### src/rtl/core/sdc_pkg.sv
`timescale 1ns / 1ps
// Shared types and constants for the segmented DAC calibration block.
// Used by every module under rtl/core; depends on nothing.
package sdc_pkg;

    typedef enum logic
    {
        OP_LOAD    = 1'b0,
        OP_CONVERT = 1'b1
    } op_t;

    localparam logic [1:0] CFG_GAIN_VOLTAGE   = 2'd0;
    localparam logic [1:0] CFG_OFFSET_VOLTAGE = 2'd1;
    localparam logic [1:0] CFG_GAIN_CURRENT   = 2'd2;
    localparam logic [1:0] CFG_OFFSET_CURRENT = 2'd3;

    // A gain of 1e-5 in Q8.24 is 167.77, so anything below 168 is too small.
    localparam logic signed [31:0] GAIN_THRESHOLD = 32'sd168;
    localparam logic [15:0]        CODE_MAX       = 16'hFFFF;

    typedef struct packed
    {
        op_t                operation;
        logic               quantity;
        logic               direction;
        logic [15:0]        setpoint;
        logic [3:0]         entry_segment;
        logic signed [31:0] entry_gain;
        logic signed [31:0] entry_offset;
    } in_item_t;

    typedef struct packed
    {
        logic [15:0] dac_code;
        logic [3:0]  segment_used;
        logic        used_default;
        logic        code_saturated;
    } out_item_t;

    typedef struct packed
    {
        logic signed [31:0] gain;
        logic signed [31:0] offset;
    } coef_t;

    typedef struct packed
    {
        logic signed [31:0] gain_voltage;
        logic signed [31:0] offset_voltage;
        logic signed [31:0] gain_current;
        logic signed [31:0] offset_current;
    } cfg_t;

    typedef struct packed
    {
        logic wr_en;
        logic rd_en;
    } mem_req_t;

    typedef struct packed
    {
        op_t         operation;
        logic        quantity;
        logic [15:0] setpoint;
        logic [3:0]  segment;
    } stage_info_t;

endpackage

### src/rtl/core/sdc_convert.sv
`timescale 1ns / 1ps
// Back stages: default fallback and multiply, offset add with clamp, and
// the output register. Depends on sdc_pkg.
module sdc_convert (
    input  logic                 clk,
    input  logic                 rst_n,
    input  logic                 s1_valid,
    input  sdc_pkg::stage_info_t s1_info,
    input  sdc_pkg::coef_t       rdata,
    input  sdc_pkg::cfg_t        cfg,
    output logic                 s2_ready,
    output logic                 out_valid,
    input  logic                 out_stall,
    output sdc_pkg::out_item_t   out_item
);

    logic                 s2_valid_reg;
    sdc_pkg::stage_info_t s2_info_reg;
    logic                 s3_valid_reg;
    logic                 s3_is_load_reg;
    logic                 s3_zero_reg;
    logic [3:0]           s3_seg_reg;
    logic                 s3_default_reg;
    logic signed [48:0]   s3_prod_reg;
    logic signed [31:0]   s3_offset_reg;
    logic                 s4_valid_reg;
    sdc_pkg::out_item_t   s4_item_reg;
    sdc_pkg::out_item_t   s4_item_next;

    logic                 s3_ready;
    logic                 s4_ready;
    logic                 use_default;
    logic signed [31:0]   gain_sel;
    logic signed [31:0]   offset_sel;
    logic signed [48:0]   prod_next;
    logic signed [49:0]   sum;
    logic [25:0]          code_wide;

    assign s4_ready = !s4_valid_reg || !out_stall;
    assign s3_ready = !s3_valid_reg || s4_ready;
    assign s2_ready = !s2_valid_reg || s3_ready;

    always_comb
    begin
        use_default = rdata.gain < sdc_pkg::GAIN_THRESHOLD;
        gain_sel    = rdata.gain;
        offset_sel  = rdata.offset;
        if (use_default)
        begin
            gain_sel   = s2_info_reg.quantity ? cfg.gain_current : cfg.gain_voltage;
            offset_sel = s2_info_reg.quantity ? cfg.offset_current : cfg.offset_voltage;
        end
        prod_next = $signed({1'b0, s2_info_reg.setpoint}) * gain_sel;
    end

    always_comb
    begin
        sum       = 50'(s3_prod_reg) + (50'(s3_offset_reg) <<< 16);
        code_wide = sum[49:24];
        s4_item_next = '0;
        if (!s3_is_load_reg)
        begin
            s4_item_next.segment_used = s3_seg_reg;
            s4_item_next.used_default = s3_default_reg;
            if (!s3_zero_reg && !sum[49] && (sum != '0))
            begin
                if (code_wide > {10'd0, sdc_pkg::CODE_MAX})
                begin
                    s4_item_next.dac_code       = sdc_pkg::CODE_MAX;
                    s4_item_next.code_saturated = 1'b1;
                end
                else
                begin
                    s4_item_next.dac_code = code_wide[15:0];
                end
            end
        end
    end

    always_ff @(posedge clk or negedge rst_n)
    begin
        if (!rst_n)
        begin
            s2_valid_reg <= 1'b0;
            s3_valid_reg <= 1'b0;
            s4_valid_reg <= 1'b0;
        end
        else
        begin
            if (s2_ready)
            begin
                s2_valid_reg <= s1_valid;
            end
            if (s3_ready)
            begin
                s3_valid_reg <= s2_valid_reg;
            end
            if (s4_ready)
            begin
                s4_valid_reg <= s3_valid_reg;
            end
        end
    end

    always_ff @(posedge clk)
    begin
        if (s2_ready)
        begin
            s2_info_reg <= s1_info;
        end
        if (s3_ready)
        begin
            s3_is_load_reg <= s2_info_reg.operation == sdc_pkg::OP_LOAD;
            s3_zero_reg    <= s2_info_reg.setpoint == 16'd0;
            s3_seg_reg     <= s2_info_reg.segment;
            s3_default_reg <= use_default;
            s3_prod_reg    <= prod_next;
            s3_offset_reg  <= offset_sel;
        end
        if (s4_ready)
        begin
            s4_item_reg <= s4_item_next;
        end
    end

    assign out_valid = s4_valid_reg;
    assign out_item  = s4_item_reg;

endmodule

### config.mk
export PLATFORM = sky130hd
export DESIGN_NAME = sdc_convert
export DESIGN_NICKNAME = d
export VERILOG_FILES = /design/src/rtl/core/sdc_pkg.sv /design/src/rtl/core/sdc_convert.sv
export SDC_FILE = /design/constraint.sdc
export NUM_CORES = 2
export LEC_CHECK = 0
export BUFFER_PORTS_ARGS = -buffer_cell sky130_fd_sc_hd__buf_4
export CAP_MARGIN = 20
export CORE_AREA = 2 2 254 256
export CTS_BUF_LIST = sky130_fd_sc_hd__clkbuf_4 sky130_fd_sc_hd__clkbuf_8
export CTS_CLUSTER_SIZE = 28
export DETAILED_ROUTE_END_ITERATION = 16
export DIE_AREA = 0 0 256 258
export PLACE_DENSITY_LB_ADDON = 0.25
export SYNTH_ARGS = -nofsm -noshare
export SYNTH_HDL_FRONTEND = slang
export SYNTH_SLANG_ARGS = --single-unit
### constraint.sdc
create_clock -name clk -period 8.7 [get_ports clk]
set_input_delay 0.435 -clock clk [delete_from_list [all_inputs] [get_ports clk]]
set_output_delay 0.435 -clock clk [all_outputs]
set_load 0.005 [all_outputs]
==> impl_metrics.toml <==
[clock_tree]
htree_levels = 4
cts.sinks = 119
postCtsSetupBuffers = 0
clockRootBuffer = "clkbuf_8"
clk_latency_ns = 0.48
cts_buffers = 17
cts_buffer_depth = 2
cts_resized = 0
cts_tree = "built"
cts.hold.buffers_added = 1
path_clk_slew_ns = 0.08

[critical_path]
cp-end-kind = "register"
cp.required_ns = 8.91
critPathTopFamily = "adder cells"
critPathMaxFanout = 43
critPathBufInv = 10
crit_path_start_kind = "input port"
max_stage_delay_ns = 0.49
cp_slowest_cell = "fa_1"
path_class = "input port to register"
path_common_cell = "fa_1"
crit_arrival_ns = 8.04

[finish]
fin_cells = 3777
multi_input_area_um2 = 18700
area_delta_synth_final_pct = 13.6
nFillCells = 6177
nets = 3766
largest_register_ff_count = 33
drive_gt1_share_pct = 12.9
seq_area_um2 = 3560

[routing]
routedWlPerCell_um = 18.2
drt_iter0_drc = 1126
route.met2.wl_um = 31800
num_vias = 18900
firstDrtPassIters = 7
highest_layer = "met4"
vias_per_cell = 5.01
drt-met1-wl_um = 31600
drt-total-wl_um = 68800
wl_met3_um = 4440
drcViolationCount = 0
antenna_left = 0

[timing]
hold_viol = 0
hold_slack_ns = 0.126
relSlewSlack_pct = 22.7
slew_viol_final = 0
rsz0062_at_grt = "false"
post-route-min-period_ns = 7.83
fmax_mhz = 128
worstMarginPinSlew_ns = 1.16
setup_viol = 0
fin_tns_setup_ns = 0
finClkSkew_ns = 0.0181
fin_crit_sh_pct = 90.0

[placed_design]
numPortBuffers = 241
place_hpwl_um = 55200
place_congestion = 0.894
place_inst = 3742

[logic_synthesis]
seq_area_frac_synth_pct = 14.2
synth_cell_types = 72
syn-cell-area_um2 = 25000
yosysWarnings = 0
netlist_top_cells_count = "inv_1, fa_1, nand2_1"
syn_inst = 2696
synth_flop_cell = "edfxtp_1"
synth_seq_cells = 119
synth_top_cell_area_share_pct = 39.2
synth_edf_count = 116
avgSynthCellArea_um2 = 9.27
async_flop_share_pct = 2.52
synthTopCellsByArea = "fa_1, edfxtp_1, inv_1"
synth_nets = 3554
yosys.cell_count.top_type = "inv_1"
synth_top_area_cell = "fa_1"

[die]
die_w_um = 256
initial_core_util_pct = 39.3
ios = 242
core_um2 = 63600
die_h_um = 258
rows = 93
die_area_um2 = 66000

[global_route]
grt_usage_pct = 21.5
grt_overflow = 0
grt_max_degree = 74
grt_pass1_wl_um = 112000
grt_antenna_before_repair = 2
grt_pass1_vias = 20500

[outcome]
status = "complete, no violations"

[hold_path]
min_path_type = "input port to register"

[job]
drv_cap = 0
## cell usage in the layout (no fill, tap or decap), types with 12 or more instances in the layout
master and n:
and2_1 225, nand2b_1 12, clkbuf_8 17, nor2_1 39, nor2b_1 20, nor4_1 12
nor3_1 14, a21o_1 33, xor2_1 16, nand2_1 384, o21ai_1 34, a21oi_1 75
xnor2_1 40, fa_1 490, buf_4 309, mux2i_1 70, edfxtp_1 116, inv_1 604
o21ai_0 65, ha_1 150, nand3_1 18, a31oi_1 21
## cell families after synthesis
kind of cell / after synthesis / synth area share (%)
AO/OA/AOI/OAI: 317 / 8.15
XOR/XNOR: 56 / 1.96
adder cells (fa/ha/maj): 640 / 46.7
buffers and inverters: 726 / 11.0
flip-flops: 119 / 14.2
multiplexers: 70 / 2.80
AND/OR/NAND/NOR: 768 / 15.1
## worst paths after layout
| path | cells past startpoint | end | start | slack, ns |
|---|---|---|---|---|
| worst max register to register | 25 | s3_prod_reg[48]$_DFFE_PP_ | s2_info_reg[20]$_DFFE_PP_ | 1.01 |
| worst min register to register | 0 | s3_seg_reg[3]$_DFFE_PP_ | s2_info_reg[3]$_DFFE_PP_ | 0.43 |
| max in group asynchronous | 2 | out_valid$_DFFE_PN0P_ | rst_n | 8.31 |
| worst min-delay path | 1 | s2_info_reg[5]$_DFFE_PP_ | s1_info[5] | 0.13 |
| worst max-delay path | 32 | s3_prod_reg[48]$_DFFE_PP_ | rdata[36] | 0.87 |
| min in group asynchronous | 2 | s2_valid_reg$_DFFE_PN0P_ | rst_n | 0.28 |
## layer usage
layer | up-vias | GRT usage (%)
met5 | - | 0
met4 | 0 | 4.89
met3 | 82 | 2.80
met2 | 684 | 35.1
met1 | 9482 | 30.4
li1 | 8675 | -
## stage by stage
| step | setup slack [ns] | area [um^2] | util [%] |
|---|---|---|---|
| floorplan | 1.22 | 25000 | - |
| global placement | 0.394 | 28000 | 44.0 |
| detailed placement | 0.368 | 28000 | 44.0 |
| CTS | 0.885 | 28400 | 44.6 |
| global route | 0.367 | 28400 | 44.6 |
| finish | 0.872 | 28400 | 44.6 |
## layout make-up
cell class                      count  share of cell area (%)
Antenna cell                        2                  0.0176
Clock buffer                       19                   0.877
Clock inverter                     12                   0.375
Inverter                          604                    7.99
Multi-Input combinational cell   1851                    65.9
Sequential cell                   119                    12.5
Tap cell                          855                    3.77
Timing Repair Buffer              315                    8.53
Power is left out: the tool's default activity adds up to more than one toggle a clock period on the data nets, which glitch-free logic cannot reach.
