$ cat src/rtl/core/sdc_pkg.sv
`timescale 1ns / 1ps
// Shared types and constants for the segmented DAC calibration block.
// Used by every module under rtl/core; depends on nothing.
package sdc_pkg;

    typedef enum logic
    {
        OP_LOAD    = 1'b0,
        OP_CONVERT = 1'b1
    } op_t;

    localparam logic [1:0] CFG_GAIN_VOLTAGE   = 2'd0;
    localparam logic [1:0] CFG_OFFSET_VOLTAGE = 2'd1;
    localparam logic [1:0] CFG_GAIN_CURRENT   = 2'd2;
    localparam logic [1:0] CFG_OFFSET_CURRENT = 2'd3;

    // A gain of 1e-5 in Q8.24 is 167.77, so anything below 168 is too small.
    localparam logic signed [31:0] GAIN_THRESHOLD = 32'sd168;
    localparam logic [15:0]        CODE_MAX       = 16'hFFFF;

    typedef struct packed
    {
        op_t                operation;
        logic               quantity;
        logic               direction;
        logic [15:0]        setpoint;
        logic [3:0]         entry_segment;
        logic signed [31:0] entry_gain;
        logic signed [31:0] entry_offset;
    } in_item_t;

    typedef struct packed
    {
        logic [15:0] dac_code;
        logic [3:0]  segment_used;
        logic        used_default;
        logic        code_saturated;
    } out_item_t;

    typedef struct packed
    {
        logic signed [31:0] gain;
        logic signed [31:0] offset;
    } coef_t;

    typedef struct packed
    {
        logic signed [31:0] gain_voltage;
        logic signed [31:0] offset_voltage;
        logic signed [31:0] gain_current;
        logic signed [31:0] offset_current;
    } cfg_t;

    typedef struct packed
    {
        logic wr_en;
        logic rd_en;
    } mem_req_t;

    typedef struct packed
    {
        op_t         operation;
        logic        quantity;
        logic [15:0] setpoint;
        logic [3:0]  segment;
    } stage_info_t;

endpackage

$ cat src/rtl/core/sdc_index.sv
`timescale 1ns / 1ps
// Front stage: takes requests, finds the segment by reciprocal multiply
// with one correction step, and drives the table port. Depends on sdc_pkg.
module sdc_index #(
    parameter int SEGMENT_COUNT        = 16,
    parameter int VOLTAGE_SEGMENT_STEP = 1000,
    parameter int CURRENT_SEGMENT_STEP = 1000
) (
    input  logic                   clk,
    input  logic                   rst_n,
    input  logic                   in_valid,
    input  sdc_pkg::in_item_t      in_item,
    input  logic                   clearing,
    input  logic                   s2_ready,
    output logic                   in_stall,
    output sdc_pkg::mem_req_t      mem_req,
    output logic [$clog2(SEGMENT_COUNT)+1:0] mem_addr,
    output sdc_pkg::coef_t         mem_wdata,
    output logic                   s1_valid,
    output sdc_pkg::stage_info_t   s1_info
);

    localparam int SEG_W = $clog2(SEGMENT_COUNT);
    localparam logic [15:0] STEP_V = 16'(VOLTAGE_SEGMENT_STEP);
    localparam logic [15:0] STEP_C = 16'(CURRENT_SEGMENT_STEP);
    localparam logic [16:0] RECIP_V = 17'(65536 / VOLTAGE_SEGMENT_STEP);
    localparam logic [16:0] RECIP_C = 17'(65536 / CURRENT_SEGMENT_STEP);
    localparam logic [16:0] SEG_LAST = 17'(SEGMENT_COUNT - 1);
    localparam logic [8:0]  SEG_LIMIT = 9'(SEGMENT_COUNT);

    logic              s1_valid_reg;
    sdc_pkg::in_item_t s1_item_reg;
    logic [15:0]       s1_q0_reg;
    logic              s1_ready;
    logic              accept;
    logic [16:0]       recip;
    logic [32:0]       recip_prod;
    logic [15:0]       step;
    logic [31:0]       q0_step;
    logic [31:0]       remainder;
    logic [16:0]       quot;
    logic [SEG_W-1:0]  seg;
    logic              load_in_range;
    logic              advance;

    assign s1_ready = !s1_valid_reg || s2_ready;
    assign in_stall = clearing || !s1_ready;
    assign accept   = in_valid && !in_stall;

    assign recip      = in_item.quantity ? RECIP_C : RECIP_V;
    assign recip_prod = {17'd0, in_item.setpoint} * {16'd0, recip};

    always_ff @(posedge clk or negedge rst_n)
    begin
        if (!rst_n)
        begin
            s1_valid_reg <= 1'b0;
        end
        else if (s1_ready)
        begin
            s1_valid_reg <= accept;
        end
    end

    always_ff @(posedge clk)
    begin
        if (s1_ready)
        begin
            s1_item_reg <= in_item;
            s1_q0_reg   <= recip_prod[31:16];
        end
    end

    always_comb
    begin
        step      = s1_item_reg.quantity ? STEP_C : STEP_V;
        q0_step   = {16'd0, s1_q0_reg} * {16'd0, step};
        remainder = {16'd0, s1_item_reg.setpoint} - q0_step;
        quot      = {1'b0, s1_q0_reg};
        if (remainder >= {16'd0, step})
        begin
            quot = {1'b0, s1_q0_reg} + 17'd1;
        end
        if (quot > SEG_LAST)
        begin
            seg = SEG_W'(SEG_LAST);
        end
        else
        begin
            seg = SEG_W'(quot);
        end
    end

    assign load_in_range = {5'd0, s1_item_reg.entry_segment} < SEG_LIMIT;
    assign advance       = s1_valid_reg && s2_ready;

    always_comb
    begin
        mem_req.rd_en = s2_ready;
        mem_req.wr_en = advance && (s1_item_reg.operation == sdc_pkg::OP_LOAD)
                        && load_in_range;
        if (s1_item_reg.operation == sdc_pkg::OP_LOAD)
        begin
            mem_addr = {s1_item_reg.quantity, s1_item_reg.direction,
                        SEG_W'(s1_item_reg.entry_segment)};
        end
        else
        begin
            mem_addr = {s1_item_reg.quantity, s1_item_reg.direction, seg};
        end
    end

    assign mem_wdata.gain   = s1_item_reg.entry_gain;
    assign mem_wdata.offset = s1_item_reg.entry_offset;

    assign s1_valid           = s1_valid_reg;
    assign s1_info.operation  = s1_item_reg.operation;
    assign s1_info.quantity   = s1_item_reg.quantity;
    assign s1_info.setpoint   = s1_item_reg.setpoint;
    assign s1_info.segment    = 4'(seg);

endmodule

$ cat config.mk
export PLATFORM = sky130hd
export DESIGN_NAME = sdc_index
export DESIGN_NICKNAME = d
export VERILOG_FILES = /design/src/rtl/core/sdc_pkg.sv /design/src/rtl/core/sdc_index.sv
export SDC_FILE = /design/constraint.sdc
export NUM_CORES = 1
export LEC_CHECK = 0
export ABC_AREA = 1
export BUFFER_PORTS_ARGS = -buffer_cell sky130_fd_sc_hd__buf_2
export CAP_MARGIN = 30
export CORE_UTILIZATION = 57
export CTS_CLUSTER_SIZE = 40
export DETAILED_ROUTE_END_ITERATION = 7
export GPL_TIMING_DRIVEN = 0
export MAX_ROUTING_LAYER = met4
export PLACE_DENSITY = 0.87
export SYNTH_ARGS = -nofsm -noshare
export SYNTH_HDL_FRONTEND = slang
export SYNTH_SLANG_ARGS = --single-unit
$ cat constraint.sdc
create_clock -name clk -period 14.76 [get_ports clk]
set_input_delay 0.738 -clock clk [delete_from_list [all_inputs] [get_ports clk]]
set_output_delay 0.738 -clock clk [all_outputs]
set_load 0.005 [all_outputs]
==> summary.md, run 1 <==
| Metric | Value |
|---|---|
| First-pass GRT wire length | 21900 um |
| CTS tree | done |
| Peak supply drop | 216 uV |
| CTS root buf | clkbuf_8 |
| # setup viols final | 0 |
| Port Buf Inserts | 187 |
| Seq/Total Area, Yosys | 0.449 |
| Worst-path fanout max | 10 |
| Count of state elements after synthesis | 95 |
| Longest Clk Path Bufs | 2 |
| Initial Util | 0.585 |
| Drt total wl | 13800 um |
| Yosys warnings | 0 |
| Final clock skew | 11.6 ps |
| Count of final hold-check violations | 0 |
| Lkg Pwr | 3.93 nW |
| H-tree depth | 3 |
| CP delay by family, top | adder cells |
| DRT iter0 DRCs | 308 |
| Final Cycle Share | 0.475 |
| # IOs | 188 |
| Post-place setup slack | 8120 ps |
| Worst slew pin tran | 383 ps |
| Most frequent cells in the layout | buf_2 (187), nand2_1 (122), edfxtp_1 (94) |
| Routed wl met3 | 730 um |
| Slew headroom | 0.745 |
| Most common cell after layout, fill and taps aside | buf_2 |
| Vias per inst | 4.94 |
| MaxCap Viol Count | 0 |
| Largest net degree at the start of global routing | 75 |
| Syn Std Cell Area | 6340 um2 |
| Hold Buf Count CTS | 0 |
| DP Cell Count | 942 |
| Layout Utilization | 0.706 |
| Clock Latency Late Sink | 370 ps |
| DRC Markers | 0 |
| Total Routing Usage GR | 0.259 |
| PostCTS Resize Cnt | 0 |
| Unique masters post-synth | 34 |
| Setup tns final | 0 ps |
| Wire per inst | 14.4 um |
| CTS sink cnt | 95 |
| Die width | 107 um |
| Total Power | 1.69 mW |
| # rows | 38 |
| Initial antenna violation count | 0 |
| Area of the core | 10800 um2 |
| Global placement routability congestion | 0.874 |
| Worst Path Buf+Inv | 4 |
| Vias in the first global route | 4834 |
| Worst EP arrival | 6270 ps |
| Startpoint types | flip-flop |
| Cell count after synthesis | 614 |
| Worst min path class | in2async |
| ANT nets after route | 0 |
| Num CTS Buffers | 9 |
| Nets | 991 |
| Max FFs per register | 64 |
| Slew Viols, Final | 0 |
| CP max-delay cell | fa_1 |
| RSZ-0062 raised after global routing | no |
| Final worst slack | 7750 ps |
| Data required, critical path | 14020 ps |
| Kind of critical path | reg2out |
| Design Area, Final | 7650 um2 |
| Outcome | complete, no violations |
| Die Y | 107 um |
| Power per cell area | 221 nW/um2 |
| Fmax | 143 MHz |
| Slowest cell delay on critical path | 570 ps |
| Global route overflow | 0 |
| Met1 wire length | 5150 um |
| Min cycle time layout | 7010 ps |
| Placed inst area | 7490 um2 |
| DP HPWL | 11200 um |
| Share of cells above drive strength 1 | 0.379 |
| Setup Buffers After CTS | 0 |
| Asr flop ratio synth | 0.0105 |
| Cell Count, Final, Fillers Out | 958 |
| Number of filler cells placed in the layout | 732 |
| Via count | 4729 |
| Hold slack final | 123 ps |
| Metal2 WL | 7460 um |
| Primary FF master, synth | edfxtp_1 |
| Synthesis-to-finish area growth | 20.7% |
| Clock slew at reported path FFs | 90 ps |
| Setup crit end kind | primary output |
| Post-Syn Area per Cell | 10.3 um2 |
| Die footprint | 11600 um2 |
| Drt first pass iters | 4 |
| Top layer in use | met4 |
| Diode count | 0 |
| Number of synthesized flops with an enable pin | 94 |
| Post-synth net total | 792 |
[worst paths after layout]
| kind | start | endpoint | slack, ps | depth (start not counted) |
|---|---|---|---|---|
| worst min register to register | s1_valid$_DFFE_PN0N_ | s1_valid$_DFFE_PN0N_ | 800 | 2 |
| min in group clk | in_item[65] | s1_item_reg[65]$_DFFE_PN_ | 540 | 1 |
| worst min-delay path | rst_n | s1_valid$_DFFE_PN0N_ | 120 | 1 |
| max in group asynchronous | rst_n | s1_valid$_DFFE_PN0N_ | 14560 | 1 |
| worst max register to register | s1_valid$_DFFE_PN0N_ | s1_info[13]$_DFFE_PN_ | 13290 | 2 |
| worst max-delay path | s1_q0_reg[0]$_DFFE_PN_ | mem_addr[1] | 7750 | 28 |
[per-layer routing]
metal	vias up	track usage
li1	2343	-
met1	2189	0.281
met2	163	0.460
met3	34	0.0430
met4	0	0.130
met5	-	-
[synthesized netlist by cell type (3+ instances only)]
cell | number | share of area
edfxtp_1 | 94 | 0.45
nand3b_1 | 3 | 0.0036
nor2_2 | 4 | 0.0039
fa_1 | 19 | 0.060
inv_1 | 82 | 0.049
ha_1 | 67 | 0.13
nand4_1 | 5 | 0.0049
o21ai_1 | 3 | 0.0024
nor2_1 | 34 | 0.020
a21oi_1 | 23 | 0.018
xor2_1 | 10 | 0.014
nand2_1 | 123 | 0.073
nor3_1 | 4 | 0.0032
nand2_2 | 3 | 0.0030
nand3_1 | 21 | 0.017
nand3_2 | 7 | 0.011
o21ai_0 | 5 | 0.0039
buf_4 | 85 | 0.10
[kinds of logic after synthesis]
logic type | share of synthesized area
AO/OA/AOI/OAI | 0.0377
AND/OR/NAND/NOR | 0.153
adder cells (fa/ha/maj) | 0.192
buffers and inverters | 0.152
XOR/XNOR | 0.0166
flip-flops | 0.449
[worst reg2reg max path, cell delays in order (launching register included)]
cell and delay [ps]:
dfrtp_1 430, nand2_4 290, buf_16 350
[area by class of cell]
| class | instances | area [um2] | area share |
|---|---|---|---|
| sequential | 95 | 2850 | 0.372 |
| multi-input combinational | 350 | 2540 | 0.332 |
| timing repair buffer | 188 | 963 | 0.126 |
| buffer | 86 | 649 | 0.0849 |
| inverter | 83 | 314 | 0.0410 |
| tap | 140 | 175 | 0.0229 |
| clock buffer | 10 | 128 | 0.0167 |
| clock inverter | 6 | 36.3 | 0.00474 |
[where the power goes]
| group | leakage, nW | internal (mW) | switching (mW) |
|---|---|---|---|
| registers | 0.979 | 0.322 | 0.0134 |
| logic | 2.87 | 0.479 | 0.735 |
| clock network | 0.0778 | 0.0603 | 0.0851 |
| total | 3.93 | 0.861 | 0.833 |
(Power assumes the default switching activity.)
==> run 2: changes to the inputs <==
- CORE_UTILIZATION: 57 -> 53
- PLACE_DENSITY: 0.87 -> 0.82
- clock period: 14.76 -> 6.99 ns (I/O delays scaled with it)
==> run 2 against run 1 <==
  * Sequential share of layout area shrank 0.83 points
  * Design area increased by 2.3%
  * Hold slack better by 59 ps
  * Largest cell class unchanged
  * Largest power group unchanged
==> summary.md, run 2 (synthesis gave the netlist of run 1 again) <==
| Metric | Value |
|---|---|
| Die footprint | 12400 um2 (was 11600 um2) |
| Worst min path class | in2reg (was in2async) |
| Port Buf Inserts | 187 (unchanged) |
| Share of cells above drive strength 1 | 0.385 (was 0.379) |
| Max FFs per register | 64 (unchanged) |
| Power per cell area | 477 nW/um2 (was 221 nW/um2) |
| Global placement routability congestion | 0.910 (was 0.874) |
| Data required, critical path | 6640 ps (was 14020 ps) |
| # rows | 39 (was 38) |
| Via count | 4781 (was 4729) |
| NetSw | 1.79 mW (was 833 uW) |
| ANT nets after route | 0 (unchanged) |
| Initial antenna violation count | 0 (unchanged) |
| Placed inst area | 7490 um2 (about the same) |
| Global route overflow | 0 (unchanged) |
| # setup viols final | 0 (unchanged) |
| Kind of critical path | reg2out (unchanged) |
| DRT iter0 DRCs | 239 (was 308) |
| Min cycle time layout | 6620 ps |
| Count of final hold-check violations | 0 (unchanged) |
| Num CTS Buffers | 9 (unchanged) |
| Die width | 111 um (was 107 um) |
| Most common cell after layout, fill and taps aside | buf_2 (unchanged) |
| Nets | 999 (was 991) |
| Lkg Pwr | 4.01 nW (was 3.93 nW) |
| Sw Ratio | 0.479 (was 0.492) |
| # IOs | 188 (unchanged) |
| Worst slew pin tran | 374 ps (was 383 ps) |
| H-tree depth | 3 (unchanged) |
| CTS sink cnt | 95 (unchanged) |
| R2r startpoint | s1_valid$_DFFE_PN0N_ (unchanged) |
| CP delay by family, top | adder cells (unchanged) |
| CP max-delay cell | fa_1 (unchanged) |
| WHS Path Cells | 1 |
| Worst Path Buf+Inv | 4 (unchanged) |
| Wire per inst | 14.5 um (was 14.4 um) |
| Total Routing Usage GR | 0.233 (was 0.259) |
| Seq pwr share | 0.189 (was 0.198) |
| Worst EP arrival | 6270 ps (about the same) |
| DP Cell Count | 945 (was 942) |
| Final clock skew | 11.3 ps (was 11.6 ps) |
| Drt total wl | 14000 um (was 13800 um) |
| Cell Count, Final, Fillers Out | 969 (was 958) |
| Slew headroom | 0.750 (was 0.745) |
| Combinational Power Share | 0.691 (was 0.716) |
| DP HPWL | 11100 um (was 11200 um) |
| CTS root buf | clkbuf_16 (was clkbuf_8) |
| RSZ-0062 raised after global routing | no (unchanged) |
| Peak supply drop | 324 uV (was 216 uV) |
| Setup crit end kind | primary output (unchanged) |
| Hold worst-path end | s1_item_reg[66]$_DFFE_PN_ |
| Startpoint types | flip-flop (unchanged) |
| Clock slew at reported path FFs | 70 ps (was 90 ps) |
| Design Area, Final | 7830 um2 (was 7650 um2) |
| Clock Latency Late Sink | 340 ps (was 370 ps) |
| Slew Viols, Final | 0 (unchanged) |
| Outcome | complete, no violations (unchanged) |
| Slowest cell delay on critical path | 550 ps (was 570 ps) |
| CTS tree | done (unchanged) |
| Vias per inst | 4.93 (was 4.94) |
| Layout Utilization | 0.680 (was 0.706) |
| Fmax | 151 MHz |
| Diode count | 0 (unchanged) |
| Drt first pass iters | 4 (unchanged) |
| Total Power | 3.73 mW (was 1.69 mW) |
| Final Cycle Share | 0.947 |
| Setup tns final | 0 ps (unchanged) |
| Int Power | 1.95 mW (was 861 uW) |
| Synthesis-to-finish area growth | 23.4% (was 20.7%) |
| FF-to-FF setup slack | 5520 ps (was 13290 ps) |
| Most frequent cells in the layout | buf_2 (187), nand2_1 (122), edfxtp_1 (94) (unchanged) |
| MaxCap Viol Count | 0 (unchanged) |
| Hold_sp | in_item[66] |
| DRC Markers | 0 (unchanged) |
| First-pass GRT wire length | 22000 um (was 21900 um) |
| RR Endpoint | s1_info[14]$_DFFE_PN_ (was s1_info[13]$_DFFE_PN_) |
| Worst-path fanout max | 10 (unchanged) |
| Longest Clk Path Bufs | 2 (unchanged) |
| Clock power frac | 0.120 (was 0.086) |
| Largest net degree at the start of global routing | 76 (was 75) |
| Die Y | 111 um (was 107 um) |
| R2R depth | 2 (unchanged) |
| Area of the core | 11500 um2 (was 10800 um2) |
| Vias in the first global route | 4798 (was 4834) |
| Initial Util | 0.551 (was 0.585) |
[run 2: worst register-to-register path, delay by kind of cell (launching register included)]
family / cells / cell delay, ps
DFF: 1 / 420
buffers and inverters: 1 / 350
and+or+nand+nor: 1 / 280
[run 2: metal layers]
metal | vias to the layer above | global-route usage | wire (um)
li1 | 2352 | - | -
met1 | 2210 | 0.256 | 5420
met2 | 176 | 0.423 | 7460
met3 | 43 | 0.0446 | 753
met4 | 0 | 0.0793 | 410
met5 | - | - | 0
[run 2: final cells by class]
type / count / area, um2
repair buffers: 196 / 1030
multi-input cells: 350 / 2540
inverters: 83 / 314
well taps: 143 / 179
plain buffers: 86 / 649
clock buffers: 10 / 229
clock inverters: 6 / 43.8
fillers: 790 / 3690
flip-flops and latches: 95 / 2850
[run 2: worst max path at each step]
| stage | to | startpoint | slack (ps) | depth (start not counted) |
|---|---|---|---|---|
| 6_report | mem_addr[1] | s1_q0_reg[0]$_DFFE_PN_ | 370 | 28 |
| 5_1_grt | mem_addr[0] | s1_q0_reg[0]$_DFFE_PN_ | 6 | 28 |
| 4_1_cts | mem_addr[1] | s1_q0_reg[0]$_DFFE_PN_ | 350 | 28 |
| 3_5_place_dp | mem_addr[1] | s1_q0_reg[0]$_DFFE_PN_ | 730 | 28 |
| 3_3_place_gp | mem_addr[3] | s1_q0_reg[0]$_DFFE_PN_ | 770 | 28 |
| 2_1_floorplan | mem_addr[0] | s1_q0_reg[0]$_DFFE_PN_ | 1360 | 27 |
[run 2: what timing repair did]
item	in CTS	in global routing
setup endpoints to repair	0	4
hold endpoints to repair	1	0
buffers inserted	0	7
hold buffers	1	0
gates resized for setup	0	0
[run 2: power groups by stage]
stage / clock network (mW) / registers [mW] / logic, mW
3_3_place_gp: 0 / 0.721 / 2.49
3_5_place_dp: 0 / 0.720 / 2.55
6_report: 0.446 / 0.706 / 2.58
2_1_floorplan: 0 / 0.713 / 2.02
5_1_grt: 0.464 / 0.709 / 2.95
4_1_cts: 0.447 / 0.709 / 2.56
[run 2: per-stage QoR]
stage	setup WS [ps]	hold WS (ps)
6_report	370	181
5_1_grt	5.74	174
4_1_cts	350	178
3_5_place_dp	726	126
3_3_place_gp	770	124
2_1_floorplan	1360	53.9
==> run 3: changes to the inputs <==
- CORE_MARGIN: default -> 2
==> run 3 against run 2 <==
  * Non-clock buffer count is 4 lower
  * Setup slack better by 88 ps
  * Hold slack better by 4.8 ps
  * Sequential cell count stayed put
  * Global-route usage hardly changed
  * Fmax is 1.3% higher
  * Clock-buffer cell count stayed put
==> summary.md, run 3 (synthesis gave the netlist of run 1 again) <==
| Metric | Value |
|---|---|
| Final clock skew | 7.23 ps (was 11.3 ps) |
| Hold slack final | 186 ps (was 181 ps) |
| DRT iter0 DRCs | 325 (was 239) |
| Layout Utilization | 0.674 (was 0.680) |
| Clock Latency Late Sink | 330 ps (was 340 ps) |
| CP delay by family, top | adder cells (unchanged) |
| Total Routing Usage GR | 0.233 (about the same) |
| Clock slew at reported path FFs | 60 ps (was 70 ps) |
| Worst Path Buf+Inv | 4 (unchanged) |
| Fmax | 153 MHz (was 151 MHz) |
| Top layer in use | met4 (unchanged) |
| Met1 wire length | 5310 um (was 5420 um) |
| Via count | 4818 (was 4781) |
| Worst slew pin tran | 392 ps (was 374 ps) |
| CTS root buf | clkbuf_16 (unchanged) |
| Synthesis-to-finish area growth | 22.8% (was 23.4%) |
| Seq pwr share | 0.189 (about the same) |
| Int Power | 1.94 mW (was 1.95 mW) |
| Critical path destination | mem_addr[1] (unchanged) |
| Worst setup path start | s1_q0_reg[2]$_DFFE_PN_ (was s1_q0_reg[0]$_DFFE_PN_) |
| Power per cell area | 479 nW/um2 (was 477 nW/um2) |
| Nets | 995 (was 999) |
| Setup crit end kind | primary output (unchanged) |
| Cell Count, Final, Fillers Out | 966 (was 969) |
| Worst EP arrival | 6180 ps (was 6270 ps) |
| ANT nets after route | 0 (unchanged) |
| Wire per inst | 14.9 um (was 14.5 um) |
| CTS sink cnt | 95 (unchanged) |
| CTS tree | done (unchanged) |
| Share of cells above drive strength 1 | 0.381 (was 0.385) |
| Metal2 WL | 7810 um (was 7460 um) |
| RR Endpoint | s1_info[19]$_DFFE_PN_ (was s1_info[14]$_DFFE_PN_) |
| FF-to-FF setup slack | 5560 ps (was 5520 ps) |
| Kind of critical path | reg2out (unchanged) |
| Combinational Power Share | 0.694 (was 0.691) |
| Port Buf Inserts | 187 (unchanged) |
| Lkg Pwr | 4.00 nW (was 4.01 nW) |
| Routed wl met3 | 850 um (was 753 um) |
| Worst-path fanout max | 10 (unchanged) |
| Initial Util | 0.548 (was 0.551) |
| Area of the core | 11600 um2 (was 11500 um2) |
| Sequential Area | 2850 um2 (unchanged) |
| Slew headroom | 0.739 (was 0.750) |
| NetSw | 1.79 mW (about the same) |
| MaxCap Viol Count | 0 (unchanged) |
| Drt total wl | 14400 um (was 14000 um) |
| # IOs | 188 (unchanged) |
| Setup tns final | 0 ps (unchanged) |
| Sw Ratio | 0.481 (was 0.479) |
| H-tree depth | 3 (unchanged) |
| Final Cycle Share | 0.934 (was 0.947) |
| R2r startpoint | s1_valid$_DFFE_PN0N_ (unchanged) |
| Min cycle time layout | 6530 ps (was 6620 ps) |
| First-pass GRT wire length | 22600 um (was 22000 um) |
| Total Power | 3.73 mW (about the same) |
| Initial antenna violation count | 1 (was 0) |
| Critical path depth | 28 (unchanged) |
| Largest net degree at the start of global routing | 79 (was 76) |
| Number of filler cells placed in the layout | 840 (was 790) |
| RSZ-0062 raised after global routing | no (unchanged) |
| Peak supply drop | 364 uV (was 324 uV) |
| # setup viols final | 0 (unchanged) |
| Area of the multi-input gates | 2540 um2 (unchanged) |
| # rows | 39 (unchanged) |
| Die Y | 113 um (was 111 um) |
| Vias in the first global route | 4911 (was 4798) |
| Die width | 113 um (was 111 um) |
| Slew Viols, Final | 0 (unchanged) |
| Max FFs per register | 64 (unchanged) |
| DP HPWL | 11300 um (was 11100 um) |
| Most common cell after layout, fill and taps aside | buf_2 (unchanged) |
| R2R depth | 2 (unchanged) |
| Global route overflow | 0 (unchanged) |
| Worst min path class | in2reg (unchanged) |
| Startpoint types | flip-flop (unchanged) |
| Most frequent cells in the layout | buf_2 (187), nand2_1 (122), edfxtp_1 (94) (unchanged) |
| Slowest cell delay on critical path | 570 ps (was 550 ps) |
| Outcome | complete, no violations (unchanged) |
| Num CTS Buffers | 9 (unchanged) |
| Drt first pass iters | 7 (was 4) |
| DP Cell Count | 945 (unchanged) |
| Global placement routability congestion | 0.937 (was 0.910) |
| Vias per inst | 4.99 (was 4.93) |
| Clock power frac | 0.117 (was 0.120) |
| Data required, critical path | 6640 ps (about the same) |
| Count of final hold-check violations | 0 (unchanged) |
| Die footprint | 12900 um2 (was 12400 um2) |
| Longest Clk Path Bufs | 2 (unchanged) |
| DRC Markers | 0 (unchanged) |
| CP max-delay cell | fa_1 (unchanged) |
## run 3: cell count changes in the layout (fill, tap and decap cells not counted), sizes merged
cell and change:
diode +1, clkinvlp -3, buf -4, clkinv +3
## run 3: what timing repair did
item / in CTS / in global routing
hold buffers: 1 / 0
hold endpoints to repair: 1 / 0
buffers inserted: 0 / 3
endpoints found under the setup margin: 0 / 6
gates resized for setup: 0 / 1
## run 3: worst min path at each step
stage | slack, ps | startpoint | cells after the start | endpoint
after global placement | 120 | rst_n | 1 | s1_valid$_DFFE_PN0N_
after detailed placement | 120 | rst_n | 1 | s1_valid$_DFFE_PN0N_
after floorplan | 50 | rst_n | 0 | s1_valid$_DFFE_PN0N_
after global routing | 170 | in_item[25] | 1 | mem_wdata[25]$_DFFE_PN_
after CTS | 170 | in_item[14] | 1 | mem_wdata[14]$_DFFE_PN_
final | 190 | in_item[67] | 1 | s1_item_reg[67]$_DFFE_PN_
## run 3: area by class of cell
type                       instances  share of cell area
multi-input combinational        350               0.326
timing repair buffer             192               0.128
inverter                          83              0.0403
sequential                        95               0.366
tap                              143              0.0230
clock buffer                      10              0.0294
antenna                            1            0.000321
clock inverter                     6             0.00450
buffer                            86              0.0834
## run 3: power by group through the flow
| stage | logic, mW | registers [mW] | clock network, mW |
|---|---|---|---|
| global route | 2.95 | 0.712 | 0.463 |
| CTS | 2.58 | 0.708 | 0.445 |
| detailed placement | 2.56 | 0.719 | 0 |
| global placement | 2.48 | 0.722 | 0 |
| floorplan | 2.02 | 0.713 | 0 |
| finish | 2.59 | 0.707 | 0.437 |
## run 3: routing by layer
metal,global-route usage,vias up
met3,0.0489,43
met4,0.107,0
met5,-,-
li1,-,2351
met1,0.247,2248
met2,0.419,176
## run 3: worst register-to-register path: stages (launching register included)
cell	delay, ps
dfrtp_1	420
nand2_4	250
buf_16	360
## run 3: metrics by stage
stage | worst slack (ps) | area (um2)
2_1_floorplan | 1360 | 6340
3_3_place_gp | 802 | 7460
5_1_grt | 6.85 | 7790
3_5_place_dp | 681 | 7490
6_report | 458 | 7790
4_1_cts | 321 | 7760
